===== src/rtl/core/tga_rle_pkg.sv =====
// Shared types and constants for the TGA run-length decoder.
package tga_rle_pkg;

    // Packet header split point and the offset applied to run headers.
    localparam int MAX_PACKET_PIXELS = 128;
    localparam logic [7:0] RUN_OFFSET = 8'(MAX_PACKET_PIXELS - 1);

    // Configuration register indexes.
    localparam int CFG_INDEX_BITS = 2;
    localparam logic [CFG_INDEX_BITS-1:0] REG_BYTES_PER_PIXEL = 2'd0;
    localparam logic [CFG_INDEX_BITS-1:0] REG_PIXEL_COUNT     = 2'd1;

    // Reset values of the configuration registers.
    localparam logic [2:0] BPP_RESET = 3'd4;

    // Decoder phases.
    typedef enum logic [1:0] {
        PH_IDLE   = 2'd0,
        PH_HEADER = 2'd1,
        PH_PIXEL  = 2'd2,
        PH_ERROR  = 2'd3
    } phase_t;

    // Per-packet decode state, everything except the frame pixel counter.
    typedef struct packed {
        phase_t      phase;
        logic [7:0]  packet_left;
        logic [7:0]  run_count;
        logic [1:0]  byte_pos;
        logic [31:0] assembly;
    } dec_state_t;

    // One result item.
    typedef struct packed {
        logic [31:0] pixel_value;
        logic [7:0]  repeat_count;
        logic        frame_done;
        logic        overflow_error;
    } result_t;

endpackage


===== src/rtl/core/tga_rle_step.sv =====
// Combinational next-state and result logic for one stream byte.
module tga_rle_step #(
    parameter int PIXEL_COUNT_BITS = 25
) (
    input  tga_rle_pkg::dec_state_t      cur_state,
    input  logic [PIXEL_COUNT_BITS-1:0]  cur_remaining,
    input  logic [PIXEL_COUNT_BITS-1:0]  pixel_count,
    input  logic [2:0]                   bytes_per_pixel,
    input  logic [7:0]                   data_byte,
    input  logic                         frame_start,
    output tga_rle_pkg::dec_state_t      nxt_state,
    output logic [PIXEL_COUNT_BITS-1:0]  nxt_remaining,
    output logic                         res_valid,
    output tga_rle_pkg::result_t         res
);
    import tga_rle_pkg::*;

    dec_state_t                  eff_state;
    logic [PIXEL_COUNT_BITS-1:0] eff_remaining;
    logic                        raw_packet;
    logic [7:0]                  pkt_pixels;
    logic                        too_large;
    logic [31:0]                 assembled;
    logic [2:0]                  bpp_eff;
    logic                        pixel_done;
    logic [7:0]                  rep;
    logic [PIXEL_COUNT_BITS-1:0] rem_after;
    logic                        frame_end;
    logic [7:0]                  left_after;

    // A frame start clears the packet state and reloads the pixel counter.
    always_comb begin
        eff_state     = cur_state;
        eff_remaining = cur_remaining;
        if (frame_start) begin
            eff_state.phase       = PH_HEADER;
            eff_state.packet_left = '0;
            eff_state.run_count   = '0;
            eff_state.byte_pos    = '0;
            eff_state.assembly    = '0;
            eff_remaining         = pixel_count;
        end
    end

    // Header decode: raw packets hold header+1 pixels, run packets header-127.
    assign raw_packet = ~data_byte[7];
    assign pkt_pixels = raw_packet ? (data_byte + 8'd1) : (data_byte - RUN_OFFSET);
    assign too_large  = PIXEL_COUNT_BITS'(pkt_pixels) > eff_remaining;

    // Pixel byte gathering, first byte in the low bits.
    assign assembled = eff_state.assembly | (32'(data_byte) << {eff_state.byte_pos, 3'b000});

    // Out-of-range widths clamp to one or four bytes.
    always_comb begin
        if (bytes_per_pixel == 3'd0) begin
            bpp_eff = 3'd1;
        end else if (bytes_per_pixel > 3'd4) begin
            bpp_eff = 3'd4;
        end else begin
            bpp_eff = bytes_per_pixel;
        end
    end

    assign pixel_done = ({1'b0, eff_state.byte_pos} + 3'd1) >= bpp_eff;

    // Pixel accounting for a completed pixel.
    assign rep        = (eff_state.run_count == 8'd0) ? 8'd1 : eff_state.run_count;
    assign rem_after  = (eff_remaining >= PIXEL_COUNT_BITS'(rep)) ?
                        (eff_remaining - PIXEL_COUNT_BITS'(rep)) : '0;
    assign frame_end  = (rem_after == '0);
    assign left_after = (eff_state.packet_left != 8'd0) ?
                        (eff_state.packet_left - 8'd1) : 8'd0;

    // Next state.
    always_comb begin
        nxt_state     = eff_state;
        nxt_remaining = eff_remaining;
        unique case (eff_state.phase)
            PH_HEADER: begin
                if (too_large) begin
                    nxt_state.phase = PH_ERROR;
                end else begin
                    nxt_state.packet_left = raw_packet ? pkt_pixels : 8'd1;
                    nxt_state.run_count   = raw_packet ? 8'd0 : pkt_pixels;
                    nxt_state.byte_pos    = '0;
                    nxt_state.assembly    = '0;
                    nxt_state.phase       = PH_PIXEL;
                end
            end
            PH_PIXEL: begin
                if (!pixel_done) begin
                    nxt_state.assembly = assembled;
                    nxt_state.byte_pos = eff_state.byte_pos + 2'd1;
                end else begin
                    nxt_remaining         = rem_after;
                    nxt_state.byte_pos    = '0;
                    nxt_state.assembly    = '0;
                    nxt_state.packet_left = left_after;
                    if (frame_end) begin
                        nxt_state.phase       = PH_IDLE;
                        nxt_state.packet_left = '0;
                        nxt_state.run_count   = '0;
                    end else if (left_after == 8'd0) begin
                        nxt_state.phase     = PH_HEADER;
                        nxt_state.run_count = '0;
                    end
                end
            end
            PH_IDLE: begin
                nxt_state = eff_state;
            end
            PH_ERROR: begin
                nxt_state = eff_state;
            end
        endcase
    end

    // Result for this byte, if it produces one.
    always_comb begin
        res_valid = 1'b0;
        res       = '0;
        unique case (eff_state.phase)
            PH_HEADER: begin
                if (too_large) begin
                    res_valid          = 1'b1;
                    res.overflow_error = 1'b1;
                end
            end
            PH_PIXEL: begin
                if (pixel_done) begin
                    res_valid        = 1'b1;
                    res.pixel_value  = assembled;
                    res.repeat_count = rep;
                    res.frame_done   = frame_end;
                end
            end
            PH_IDLE: begin
                res_valid = 1'b0;
            end
            PH_ERROR: begin
                res_valid = 1'b0;
            end
        endcase
    end

endmodule


===== src/rtl/core/tga_rle_decoder.sv =====
// Top level of the TGA run-length packet decoder.
//
//   Channel   Direction  Handshake          Payload
//   cfg       in         cfg_wen            cfg_index, cfg_wdata
//   s         in         s_valid/s_ready    s_data_byte, s_frame_start
//   m         out        m_valid/m_ready    m_pixel_value, m_repeat_count,
//                                           m_frame_done, m_overflow_error
//
// One byte is taken per clock while s_ready is high; each byte's result,
// if any, appears in the output register in the cycle after it is accepted.
// The single output register sets the rate: a new byte is accepted whenever
// that register is empty or being emptied in the same cycle.
// Reset is synchronous and active low; it idles the decoder until a frame start.
// A stalled result holds the input side, so no byte is lost.
module tga_rle_decoder #(
    parameter int PIXEL_COUNT_BITS = 25
) (
    input  logic                                    aclk,
    input  logic                                    aresetn,
    input  logic                                    cfg_wen,
    input  logic [tga_rle_pkg::CFG_INDEX_BITS-1:0]  cfg_index,
    input  logic [PIXEL_COUNT_BITS-1:0]             cfg_wdata,
    input  logic                                    s_valid,
    output logic                                    s_ready,
    input  logic [7:0]                              s_data_byte,
    input  logic                                    s_frame_start,
    output logic                                    m_valid,
    input  logic                                    m_ready,
    output logic [31:0]                             m_pixel_value,
    output logic [7:0]                              m_repeat_count,
    output logic                                    m_frame_done,
    output logic                                    m_overflow_error
);
    import tga_rle_pkg::*;

    logic [2:0]                  bpp_reg;
    logic [PIXEL_COUNT_BITS-1:0] pixel_count_reg;
    dec_state_t                  state_reg;
    dec_state_t                  state_next;
    logic [PIXEL_COUNT_BITS-1:0] remaining_reg;
    logic [PIXEL_COUNT_BITS-1:0] remaining_next;
    logic                        res_valid;
    result_t                     res;
    logic                        m_valid_reg;
    result_t                     result_reg;
    logic                        accept;

    // Configuration registers.
    always_ff @(posedge aclk) begin
        if (!aresetn) begin
            bpp_reg         <= BPP_RESET;
            pixel_count_reg <= PIXEL_COUNT_BITS'(1);
        end else if (cfg_wen) begin
            if (cfg_index == REG_BYTES_PER_PIXEL) begin
                bpp_reg <= cfg_wdata[2:0];
            end else if (cfg_index == REG_PIXEL_COUNT) begin
                pixel_count_reg <= cfg_wdata;
            end
        end
    end

    assign s_ready = !m_valid_reg || m_ready;
    assign accept  = s_valid && s_ready;

    tga_rle_step #(
        .PIXEL_COUNT_BITS(PIXEL_COUNT_BITS)
    ) u_step (
        .cur_state       (state_reg),
        .cur_remaining   (remaining_reg),
        .pixel_count     (pixel_count_reg),
        .bytes_per_pixel (bpp_reg),
        .data_byte       (s_data_byte),
        .frame_start     (s_frame_start),
        .nxt_state       (state_next),
        .nxt_remaining   (remaining_next),
        .res_valid       (res_valid),
        .res             (res)
    );

    // Decoder state advances on every accepted item.
    always_ff @(posedge aclk) begin
        if (!aresetn) begin
            state_reg.phase       <= PH_IDLE;
            state_reg.packet_left <= '0;
            state_reg.run_count   <= '0;
            state_reg.byte_pos    <= '0;
            state_reg.assembly    <= '0;
            remaining_reg         <= '0;
        end else if (accept) begin
            state_reg     <= state_next;
            remaining_reg <= remaining_next;
        end
    end

    // Output register: loaded with a result, cleared once taken.
    always_ff @(posedge aclk) begin
        if (!aresetn) begin
            m_valid_reg <= 1'b0;
        end else if (accept) begin
            m_valid_reg <= res_valid;
        end else if (m_ready) begin
            m_valid_reg <= 1'b0;
        end
    end

    always_ff @(posedge aclk) begin
        if (accept && res_valid) begin
            result_reg <= res;
        end
    end

    assign m_valid          = m_valid_reg;
    assign m_pixel_value    = result_reg.pixel_value;
    assign m_repeat_count   = result_reg.repeat_count;
    assign m_frame_done     = result_reg.frame_done;
    assign m_overflow_error = result_reg.overflow_error;

endmodule


===== config.mk =====
export PLATFORM = sky130hd
export DESIGN_NAME = tga_rle_decoder
export DESIGN_NICKNAME = d
export VERILOG_FILES = /design/src/rtl/core/tga_rle_pkg.sv /design/src/rtl/core/tga_rle_step.sv /design/src/rtl/core/tga_rle_decoder.sv
export SDC_FILE = /design/constraint.sdc
export NUM_CORES = 1
export LEC_CHECK = 0
export BUFFER_PORTS_ARGS = -buffer_cell sky130_fd_sc_hd__buf_2
export CAP_MARGIN = 20
export CORE_MARGIN = 5
export CORE_UTILIZATION = 50
export CTS_CLUSTER_DIAMETER = 100
export DETAILED_ROUTE_END_ITERATION = 8
export GPL_ROUTABILITY_DRIVEN = 1
export PLACE_DENSITY = 0.69
export RECOVER_POWER = 25
export SLEW_MARGIN = 25
export SYNTH_ARGS = -nofsm -noshare
export SYNTH_HDL_FRONTEND = slang
export SYNTH_SLANG_ARGS = --single-unit

===== constraint.sdc =====
create_clock -name aclk -period 6.6 [get_ports aclk]
set_input_delay 0 -clock aclk [delete_from_list [all_inputs] [get_ports aclk]]
set_output_delay 0 -clock aclk [all_outputs]
set_load 0.05 [all_outputs]

### Yosys cells after proc, flatten, opt, wreduce, memory -nomap -nowiden

Index checks and enable logic that the tools add are counted.

* $add $sub $neg: 6
* magnitude comparators: 4
* equal/unequal tests: 4
* shift-type cells: 1
* multiplexer cells: 27
* bitwise logic cells: 2
* reductions and logical operators: 16

Operators by type and width (count)
* 52-bit case mux with 3 select lines: 1
* 25-bit two-way mux: 4
* 8-bit two-way mux: 8
* 52-bit two-way mux: 1
* 50-bit two-way mux: 1
* 34-bit two-way mux: 1
* 32-bit OR: 1
* 8-bit by 5-bit left shift with 32-bit output: 1
* 25-bit by 8-bit >= comparator with 1-bit output: 1
* 8-bit by 25-bit greater-than comparator with 1-bit output: 1
* 25-bit logical NOT: 1
* 25-bit by 8-bit subtractor with 25-bit output: 1
* 18-bit two-way mux: 1
* 8-bit logical NOT: 2
* 8-bit by 1-bit adder with 8-bit output (second input constant): 1
* 8-bit nonzero test: 1
* 8-bit by 1-bit subtractor with 8-bit output (second input constant): 1
* 8-bit by 7-bit subtractor with 8-bit output (second input constant): 1
* 3-bit two-way mux: 2
* 1-bit two-way mux: 5
* 2-bit by 1-bit equality test with 1-bit output (second input constant): 2
* 2-bit equality test (second input constant): 2
* 2-bit logical NOT: 2
* 2-bit two-way mux: 2
* other kinds (14): 16

* register bits after elaboration: 148
* input bits: 41
* output and inout bits: 44

### Depth between registers and ports, before layout

Gate-level depths: netlist (run 1).

* word-level depth: 9
* depth in mapped cells: 20
* mapped depth without buffers: 15

### Modules after synthesis

From an unflattened synthesis (run 1), not the netlist that was laid out.

* cells, all modules: 1192
* area total of the unflattened synthesis: 9323.9 µm²

Modules (own cells, without submodules)
* tga_rle_decoder: instances 1, cells an instance 505, area each 5360.1 µm², seq. area each 3383.2 µm²
* tga_rle_step: instances 1, cells an instance 687, area each 3963.8 µm², seq. area each 0.0 µm²

### Least setup slack after synthesis (run 1)

Ideal clock, no wire load.

* path kind: input port to flip-flop
* start: input port s_frame_start
* end: register state_reg[50] (netlist name)
* data arrival time: 4.481 ns
* data required time: 6.475 ns
* slack: 1.994 ns
* cell stages on the path: 18
* buffers on the path: 6
* cells stage by stage: buf_4 buf_2 buf_2 buf_2 clkbuf_1 buf_1 mux2i_1 inv_1 ha_1 a21o_1 and2_1 or4_1 or3_1 a2111oi_1 nand4_1 or4b_1 a222oi_1 nor2_1

* longest elaborated chain between the ends: 9
* elaborated cells between the ends (all ways): 25
* those cells by class: add/sub (3); order compare (3); eq/ne (3); mux (10); reduce/logical (6)

Ends and longest elaborated chain
* start, declared: line tga_rle_decoder.sv:26 `input logic s_frame_start,`
* 52-bit two-way mux: line tga_rle_step.sv:35 `if (frame_start) begin`
* 8-bit logical NOT: line tga_rle_step.sv:67 `assign rep = (eff_state.run_count == 8'd0) ? 8'd1 : eff_state.run_count;`
* 8-bit two-way mux: line tga_rle_step.sv:67
* 25-bit by 8-bit subtractor with 25-bit output / 25-bit by 8-bit >= comparator with 1-bit output (equally long branches): line tga_rle_step.sv:69, tga_rle_step.sv:68
* 25-bit two-way mux: line tga_rle_step.sv:68 `assign rem_after = (eff_remaining >= PIXEL_COUNT_BITS'(rep)) ?`
* 25-bit logical NOT: line tga_rle_step.sv:70 `assign frame_end = (rem_after == '0);`
* 2-bit two-way mux: line tga_rle_step.sv:99 `if (frame_end) begin`
* 18-bit two-way mux: line tga_rle_step.sv:91 `if (!pixel_done) begin`
* 52-bit case mux with 3 select lines (*): line tga_rle_step.sv:78 `unique case (eff_state.phase)`
* end signal, assigned: line tga_rle_decoder.sv:90 `state_reg <= state_next;`
* end, declared: line tga_rle_decoder.sv:38 `dec_state_t state_reg;`

Mark *: on every way between the ends. The rest lies on a longest branch, timed or not.
A chain may end at the register's enable or synchronous reset.

### Final worst setup path (run 1)

* start: register state_reg[39] (netlist name)
* end: register state_reg[36] (netlist name)

* longest elaborated chain between the ends: 9
* elaborated cells between the ends (all ways): 10
* those cells by class: add/sub (1); order compare (1); mux (6); reduce/logical (2)

Ends and longest elaborated chain
* 52-bit two-way mux (*): line tga_rle_step.sv:35
* 8-bit logical NOT (*): line tga_rle_step.sv:67
* 8-bit two-way mux (*): line tga_rle_step.sv:67
* net u_step.rep[0]: line tga_rle_step.sv:26 `logic [7:0] rep;`
* 25-bit by 8-bit subtractor with 25-bit output / 25-bit by 8-bit >= comparator with 1-bit output (equally long branches): line tga_rle_step.sv:69, tga_rle_step.sv:68
* 25-bit two-way mux (*): line tga_rle_step.sv:68
* 25-bit logical NOT (*): line tga_rle_step.sv:70
* 8-bit two-way mux (*): line tga_rle_step.sv:99
* 18-bit two-way mux (*): line tga_rle_step.sv:91
* 52-bit case mux with 3 select lines (*): line tga_rle_step.sv:78

The timed path passes the listed nets; every way through them passes the cells marked *.

==> impl_summary.md, run 1 <==
Clock tree
The number of CTS-inserted buffers is 17. The level count of the clock H-tree is 4. The maximum clock path buffer count is 2. The clock net in this run drives a total of 148 sinks.

The clock latency reported for the late side of the worst-skew pair is 440 ps. The clock tree root buffer cell is sky130_fd_sc_hd__clkbuf_16. TritonCTS built the clock tree. After clock tree synthesis, the clock-pin slew on the worst setup and hold paths is 70 ps.

Logic synthesis
Of the post-synthesis cell area, the dominant cell type holds 0.251. For this run, the number of Yosys warnings is 0. In the synthesized netlist the dominant register cell turns out to be sky130_fd_sc_hd__dfxtp_1.

The post-synth net total is 1081. Yosys attributes the largest share of cell area to sky130_fd_sc_hd__dfxtp_1 25%, sky130_fd_sc_hd__edfxtp_1 15%, sky130_fd_sc_hd__nor2_1 7.2%. The mean post-synth cell area is 8.34 um^2. Counting distinct cell types in the post-synthesis netlist gives 76.

In the synthesized netlist the async set-or-reset flop fraction comes to 0. The most instantiated library cell after synthesis is sky130_fd_sc_hd__nor2_1. The number of synthesized flops with an enable pin is 42.

The synthesized netlist occupies a cell area of 0.00845 mm^2. The number of instances in the synthesized netlist is 1013. The share of the yosys chip area belonging to registers is 0.401. The commonest cells after synthesis are 162 x sky130_fd_sc_hd__nor2_1, 106 x sky130_fd_sc_hd__dfxtp_1, 104 x sky130_fd_sc_hd__nand2_1, 67 x sky130_fd_sc_hd__a22oi_1, 61 x sky130_fd_sc_hd__a21oi_1. Counting flops and latches in the post-synthesis netlist gives 148.

The dominant cell type by area after synthesis is sky130_fd_sc_hd__dfxtp_1.

Route
Summed over all layers, the routed wires come to 24800 um. In the routed design, unresolved DRC markers number 0. The first-pass iteration count of the detailed router is 6. In this run, the number of DRC markers left after iteration 0 of detailed routing was 704. After detailed routing, the average wire length per cell comes to 18.8 um. Dividing the detail-routed via count by the number of cells gives 6.02. Summing over every cut layer, the via total after detailed routing is 7955. The number of antenna-violating nets in the routed design is 0.

Die
The effective utilization at floorplan is 0.509. The die outline width is 140 um. The number of core rows is 47.

The area of the die is 0.0196 mm^2. The core box area is 0.0166 mm^2. The floorplan step set the die height to 140 um. The boundary pin count is 85.

Final layout
The net count reported at finish is 1156. The fraction of final layout cells with drive strength greater than 1 is 0.0981. The final cell utilization of the core is 0.589. The total of fill cells in the finished design is 1526. After the flow finishes, the layout carries non-filler instances totaling 1321. After routing the design area is 0.00977 mm^2. The antenna diode count is 0. The area growth from synthesis to layout is 15.6%. The flip-flop count of the largest register, all copies and words added is 52.

Critical path
The largest single stage delay on the critical path is 710 ps. The endpoint required time on the critical path is 6900 ps. Counting both buffers and inverters, the worst setup path holds a total of 0. The worst path arrival time is 4810 ps. Walking the worst path, the cells encountered are nand2_1 > nand4_1 > o41ai_1 > ha_1 > fa_1 > nand2b_1 > a211oi_1 > nor4_1 > nand3b_1 > xnor2_1 > nand4_1 > or4b_1 > nand2_1 > o21ai_0. The critical path endpoint category is a register. The critical path is of the register to register type. The slowest stage cell on the critical path is sky130_fd_sc_hd__nor4_1. The reg2reg setup slack is 2090 ps.

The dominant delay contributor by cell family on the critical path is simple AND/OR/NAND/NOR gates. STA classifies the critical path startpoint as a register. Along the worst path, the maximum fanout reaches 8.

Power
The reported net switching power is 709 uW. The sum of internal, switching and leakage power is 2.30 mW. The part of the total power dissipated in the clock network is 0.400. In this run the static leakage power is 3.57 nW. The combinational cell fraction of total power is 0.178.

Cell internal power was estimated by the tool at 1.59 mW. The maximum vdd ir drop is 0.187 mV. Of the total power, registers draw 0.422. Of the total power, the share spent switching nets is 0.308. In this run the power density over the cells is 236 mW/mm^2.

Placement
The area of placed instances is 0.00895 mm^2. The estimated wirelength of the detail-placed design is 16900 um. Routability-driven placement finished with a final weighted congestion of 0.918. The number of buffers inserted by port buffering is 84. The worst-case setup slack after placement is 1800 ps.

The number of placed cells counting well taps is 1257.

Global route
Entering global routing, the biggest net connects 71 pins. The initial antenna violation count is 0. The aggregate global routing overflow is 0.

The global-route wire length before repair is 40000 um. The number of global-route vias before repair is 7438. The global routing usage summed across all routing layers is 0.251.

STA
The count of final max-slew check failures is 0. At the pin with the least slew margin, the transition time is 1040 ps. The fraction of the cycle the final worst path needs is 0.683. The tightest hold path in the finished design has a slack of 15.3 ps. The final count of hold timing violations is 0.

For the final routed database, the setup TNS stands at 0 ps. Setup slack on the critical path of the routed design comes to 2090 ps. The final critical delay including setup and external delays is 4510 ps. The final setup skew is 9.64 ps. Based on the critical path, the design can be clocked at up to 222 MHz. The worst slew slack as a fraction of its limit is 0.304.

Setup repair after global routing left no endpoint under its margin. The number of setup violations in the final report is 0.

Flow run
The max-cap violation count is 0.

Hold path
The path class of the lowest-slack min-delay path is input pin to register.

Run status
The flow ran to the end, and the final reports show no timing, DRC or antenna violations.
==> final cells by class <==
| cell class | count | area (um^2) | area share |
|---|---|---|---|
| multi-input cells | 774 | 4720 | 0.483 |
| flip-flops and latches | 148 | 3380 | 0.346 |
| repair buffers | 127 | 768 | 0.0787 |
| clock buffers | 17 | 425 | 0.0436 |
| well taps | 220 | 275 | 0.0282 |
| clock inverters | 15 | 124 | 0.0127 |
| inverters | 20 | 75.1 | 0.00769 |
==> final timing paths <==
kind / startpoint / to / cells past startpoint
min reg2reg: pixel_count_reg[7]$_SDFFE_PN0P_ / pixel_count_reg[7]$_SDFFE_PN0P_ / 2
min: s_data_byte[1] / state_reg[17]$_SDFFE_PN0P_ / 3
max: state_reg[39]$_SDFFE_PN0P_ / state_reg[36]$_SDFFE_PN0P_ / 14
max reg2reg: state_reg[39]$_SDFFE_PN0P_ / state_reg[36]$_SDFFE_PN0P_ / 14
==> cell usage in the layout, fill, tap and decap left out, drive strengths merged, types with 5 or more instances in the layout <==
master and instances:
buf 51, nand3 19, and2 7, nor3 39
ha 26, mux2i 33, a31oi 6, clkbuf 62
a311oi 7, clkinv 6, inv 26, mux2 9
nor3b 8, nand2b 8, a22oi 68, a221oi 5
nand2 104, nor4 9, or3 7, xnor2 11
a211oi 16, a21o 5, dfxtp 106, xor2 10
dlygate4sd3 31, nor2b 12, nand4 15, or4 5
o211ai 5, nor2 162, a21oi 62, edfxtp 42
o21ai 55
==> logic make-up (layout without fill, tap and decap cells) <==
logic type | Yosys count | after routing | synth area share
adders and majority gates | 27 | 27 | 0.0409
buffers and inverters | 91 | 179 | 0.0421
xor gates and xnor gates | 21 | 21 | 0.0218
and+or+nand+nor | 418 | 418 | 0.233
DFF | 148 | 148 | 0.401
AOI/OAI and AO/OA | 266 | 266 | 0.210
muxes | 42 | 42 | 0.0511
==> timing repair <==
action                                 4_1_cts  5_1_grt
endpoints found under the hold margin       31        0
resized for setup                            0        0
hold buffers                                31        0
setup buffers                                0        0
==> power groups by stage <==
stage | combinational [mW] | sequential [mW] | clock, mW
2_1_floorplan | 0.283 | 0.990 | 0
3_3_place_gp | 0.387 | 0.991 | 0
3_5_place_dp | 0.387 | 0.991 | 0
4_1_cts | 0.404 | 0.971 | 0.930
5_1_grt | 0.450 | 0.974 | 0.975
6_report | 0.411 | 0.972 | 0.921
==> worst reg2reg max path, cell delays in order (launching register included) <==
cell and delay (ps):
sky130_fd_sc_hd__dfxtp_1 330, sky130_fd_sc_hd__nand2_1 180, sky130_fd_sc_hd__nand4_1 120, sky130_fd_sc_hd__o41ai_1 480, sky130_fd_sc_hd__ha_1 290, sky130_fd_sc_hd__fa_1 210
sky130_fd_sc_hd__nand2b_1 170, sky130_fd_sc_hd__a211oi_1 120, sky130_fd_sc_hd__nor4_1 710, sky130_fd_sc_hd__nand3b_1 180, sky130_fd_sc_hd__xnor2_1 320, sky130_fd_sc_hd__nand4_1 120
sky130_fd_sc_hd__or4b_1 690, sky130_fd_sc_hd__nand2_1 310, sky130_fd_sc_hd__o21ai_0 150
==> metal layers <==
metal | wire length, um | part of all wire | GRT usage | up-vias
li1 | - | - | - | 3864
met1 | 11000 | 0.44 | 0.342 | 3759
met2 | 11500 | 0.47 | 0.402 | 289
met3 | 1630 | 0.066 | 0.0477 | 43
met4 | 585 | 0.024 | 0.0882 | 0
met5 | 0 | 0 | 0 | -
Power figures use the tool's default switching activity.
==> run 2, diff against run 1 <==
--- a/config.mk
+++ b/config.mk
@@ -5,6 +5,7 @@
 export SDC_FILE = /design/constraint.sdc
 export NUM_CORES = 1
 export LEC_CHECK = 0
+export ABC_AREA = 1
 export BUFFER_PORTS_ARGS = -buffer_cell sky130_fd_sc_hd__buf_2
 export CAP_MARGIN = 20
 export CORE_MARGIN = 5
@@ -12,7 +13,7 @@
 export CTS_CLUSTER_DIAMETER = 100
 export DETAILED_ROUTE_END_ITERATION = 8
 export GPL_ROUTABILITY_DRIVEN = 1
-export PLACE_DENSITY = 0.69
+export PLACE_DENSITY = 0.71
 export RECOVER_POWER = 25
 export SLEW_MARGIN = 25
 export SYNTH_ARGS = -nofsm -noshare
==> constraint.sdc (replaced) <==
create_clock -name aclk -period 3.8 [get_ports aclk]
set_input_delay 0 -clock aclk [delete_from_list [all_inputs] [get_ports aclk]]
set_output_delay 0 -clock aclk [all_outputs]
set_load 0.05 [all_outputs]
==> run 2 against run 1 <==
Against the previous run:
- the flow now finishes with violations (max-capacitance violations, max-slew violations)
- combinational power is 130% higher
- core utilization shrank 0.52 points
- sequential power up 75%
- register-to-register slack worse by 1800 ps
- first-iteration DRC count up 28%
- total power up 88%
- cell area grew 12%
- largest cell class unchanged
==> impl_summary.md, run 2 <==
Critical path
The kind of launch point of the worst setup path is a register. By startpoint and endpoint, the worst setup path is classified as register to register. The endpoint required time on the critical path is 4110 ps (-2790 ps). The logic depth of the worst setup path including buffers is 22 (+8). The largest driver fanout on the critical path is 11 (+3).

The maximum single-stage delay on the critical path was 400 ps (-310 ps). The count of buffering cells on the critical path with inverters included is 2 (+2). The worst path arrival time is 3780 ps (-1030 ps).

The signal on the critical path passes through o21ai_0 > inv_1 > ha_1 > nand2_1 > nand2_1 > a21oi_1 > nand2_1 > nand2_1 > nand2_1 > nor2_2 > nand2_2 > buf_4 > nand2_1 > nand2_1 > nor2_1 > nand2_1 > nor2_2 > nand2_2 > nand3_1 > nand3_2 > nand2_1 > a21oi_1. The worst reg-to-reg path cell count is 22 (+8). The slowest stage of the critical path is the sky130_fd_sc_hd__o21ai_0 cell.

The reg2reg setup slack is 330 ps (-1760 ps). The worst setup path is captured at a register. The dominant delay contributor by cell family on the critical path is simple AND/OR/NAND/NOR gates. The library cell appearing most often on the critical path is sky130_fd_sc_hd__nand2_1.

STA
The fraction of the cycle the final worst path needs came to 0.913 (+0.230). Setup repair after global routing left no endpoint under its margin. The number of setup violations in the final report is 0 (unchanged). The worst slew slack as a fraction of its limit is -0.0173 (-0.321).

The final setup TNS is 0 ps (unchanged). The worst hold slack after final layout is 31.6 ps (+16.3 ps). The final critical delay including setup and external delays is 3470 ps (-1040 ps). The final count of hold timing violations came to 0 (unchanged). The maximum operating frequency was 288 MHz (+30%).

The final setup skew is 13.2 ps (+3.54 ps). The count of final max-slew check failures came to 39 (+39). The transition at the pin with the smallest max-transition slack came to 1530 ps (+490 ps).

Final layout
The net count reported at finish is 1598 (+38%). The most common library cell in the layout ignoring fill and taps is sky130_fd_sc_hd__nand2_1. The final cell utilization of the core is 0.584 (-0.00515). The area of all placed cells without fillers is 0.0110 mm^2 (+12%). The total of fill cells in the finished design is 1813 (+19%). The fraction of final layout cells with drive strength greater than 1 is 0.0940 (-0.00412). The flip-flop count of the largest register, all copies and words added is 52 (unchanged). The antenna diode count is 0 (unchanged). The area growth from synthesis to final layout is 15.0%.

In the layout the commonest cells are 377 x sky130_fd_sc_hd__nand2_1, 208 x sky130_fd_sc_hd__inv_1, 158 x sky130_fd_sc_hd__nor2_1, 125 x sky130_fd_sc_hd__a21oi_1, 106 x sky130_fd_sc_hd__dfxtp_1.

Logic synthesis
The number of synthesized flops with an enable pin is 42 (unchanged). The unique cell type count in the Yosys netlist is 39 (-49%). The area of the mapped netlist was 0.00953 mm^2 (+13%). The number of synthesis warnings is 0 (unchanged).

The dominant cell type by area after synthesis is sky130_fd_sc_hd__dfxtp_1. By area the synthesized netlist is led by sky130_fd_sc_hd__dfxtp_1 22%, sky130_fd_sc_hd__nand2_1 15%, sky130_fd_sc_hd__edfxtp_1 13%. The register bit count reported by yosys is 148 (unchanged). The commonest cells after synthesis are 379 x sky130_fd_sc_hd__nand2_1, 209 x sky130_fd_sc_hd__inv_1, 158 x sky130_fd_sc_hd__nor2_1, 126 x sky130_fd_sc_hd__a21oi_1, 106 x sky130_fd_sc_hd__dfxtp_1. In the synthesized netlist the dominant register cell turns out to be sky130_fd_sc_hd__dfxtp_1. The share of Yosys cell area claimed by the top area cell type came to 0.223 (-0.0286). The proportion of synthesized flip-flops having asynchronous set or reset is 0 (unchanged). The share of the yosys chip area belonging to registers was 0.355 (-0.0456). The mean post-synth cell area is 6.61 um^2 (-21%). In the post-synthesis netlist, the cell with the most instances is sky130_fd_sc_hd__nand2_1. The post-synth net total is 1510 (+40%). The number of instances in the synthesized netlist is 1442 (+42%).

Power
The sum of internal, switching and leakage power is 4.34 mW (+88%). The maximum vdd ir drop is 0.364 mV (+94%). The leakage power figure is 4.78 nW (+34%).

The power per standard cell area was 396 mW/mm^2 (+68%).

Placement
The area of placed instances is 0.0101 mm^2 (+13%). The number of buffers inserted by port buffering was 84 (unchanged). The global placer's final weighted congestion is 0.936 (+2.0%).

The estimated wirelength of the detail-placed design is 19700 um (+17%).

Clock tree
The sink count of the clock tree was 148 (unchanged). The TritonCTS clock tree is yes. CTS placed an instance of sky130_fd_sc_hd__clkbuf_16 at the clock tree root. The clock-pin transition on the worst setup and hold timing paths is 60 ps (about the same). The number of buffers added for setup after CTS is 0 (unchanged).

The clock latency reported for the late side of the worst-skew pair is 430 ps (about the same). The level count of the clock H-tree was 4 (unchanged). The maximum clock path buffer count is 2 (unchanged). The number of CTS-inserted buffers is 17 (unchanged).

Flow run
The max-cap violation count is 1 (+1).

Die
The effective utilization at floorplan came to 0.508 (-0.00149). The number of core rows is 50 (+6.4%). The core box area is 0.0188 mm^2 (+13%).

The area of the die is 0.0219 mm^2 (+12%). The die outline width is 148 um (+5.8%). The floorplan die height is 148 um (+5.8%). The boundary pin count was 85 (unchanged).

Hold path
The number of stages on the worst hold path is 3 (unchanged). The path class of the lowest-slack min-delay path is input pin to register.

Route
The number of DRC violations after detailed routing was 0 (unchanged). The number of antenna-violating nets in the routed design is 0 (unchanged). The number of violations reported at the end of detailed-routing iteration 0 came to 898 (+28%). The first-pass iteration count of the detailed router is 6 (unchanged).

The routed via count divided by cell count came to 5.60 (-7.0%). The per-cell routed wire length is 16.2 um (-14%). The post-detailed-routing wire length is 28700 um (+16%).

The number of vias in the routed layout is 9952 (+25%).

Global route
The aggregate global routing overflow is 0 (unchanged). The initial antenna violation count was 1 (+1). The global-route wire length before repair is 46500 um (+16%). The pin count of the biggest net entering global routing came to 58 (-18%). The number of global-route vias before repair is 9097 (+22%).

The global routing usage summed across all routing layers is 0.260 (+0.00865).

Run status
The checks that failed: max-capacitance violations, max-slew violations. The run finished, with violations left.
[run 2: cell type report]
cell class	instances	area, um^2	area share
sequential	148	3380	0.309
clock inverter	15	145	0.0132
inverter	217	820	0.0748
clock buffer	17	425	0.0388
timing repair buffer	144	898	0.0820
tap	234	293	0.0267
multi-input combinational	1002	4990	0.456
[run 2: final timing paths]
check,from,endpoint
worst min register to register,bpp_reg[0]$_SDFFE_PN0P_,bpp_reg[0]$_SDFFE_PN0P_
worst min-delay path,cfg_wdata[11],pixel_count_reg[11]$_SDFFE_PN0P_
worst max-delay path,remaining_reg[2]$_SDFFE_PN0P_,state_reg[40]$_SDFFE_PN0P_
worst max register to register,remaining_reg[2]$_SDFFE_PN0P_,state_reg[40]$_SDFFE_PN0P_
[run 2: worst reg2reg max path, delay by kind of cell (launching register included)]
family | cells | cell delay [ps]
AO/OA/AOI/OAI | 3 | 580
adder cells (fa/ha/maj) | 1 | 380
buffers and inverters | 2 | 310
flip-flops | 1 | 310
AND/OR/NAND/NOR | 16 | 1790
[run 2: cell families after synthesis]
group,Yosys count,synth area share
buffers and inverters,292,0.124
XOR/XNOR,8,0.00735
AND/OR/NAND/NOR,635,0.273
AO/OA/AOI/OAI,332,0.205
adder cells (fa/ha/maj),27,0.0362
flip-flops,148,0.355
[run 2: timing repair]
item,CTS,global route
hold endpoints to repair,27,0
endpoints found under the setup margin,0,8
hold buffers,30,0
gates resized for setup,0,1
[run 2: metal layers]
layer  vias to the layer above  share of wire  GRT usage
met4                         2          0.027     0.0952
met5                         -        0.00045          0
li1                       4877              -          -
met1                      4537           0.45      0.359
met2                       465           0.45      0.409
met3                        71          0.076     0.0475
[run 2: stage by stage]
stage	worst slack, ps	cells
2_1_floorplan	102	1442
3_3_place_gp	233	1715
3_5_place_dp	141	1715
4_1_cts	340	1777
5_1_grt	17.1	1777
6_report	330	1777
[run 2: power by group]
part           switching [mW]  internal [mW]
clock network           0.756          0.919
logic                   0.654          0.310
registers              0.0235           1.67
total                    1.43           2.90
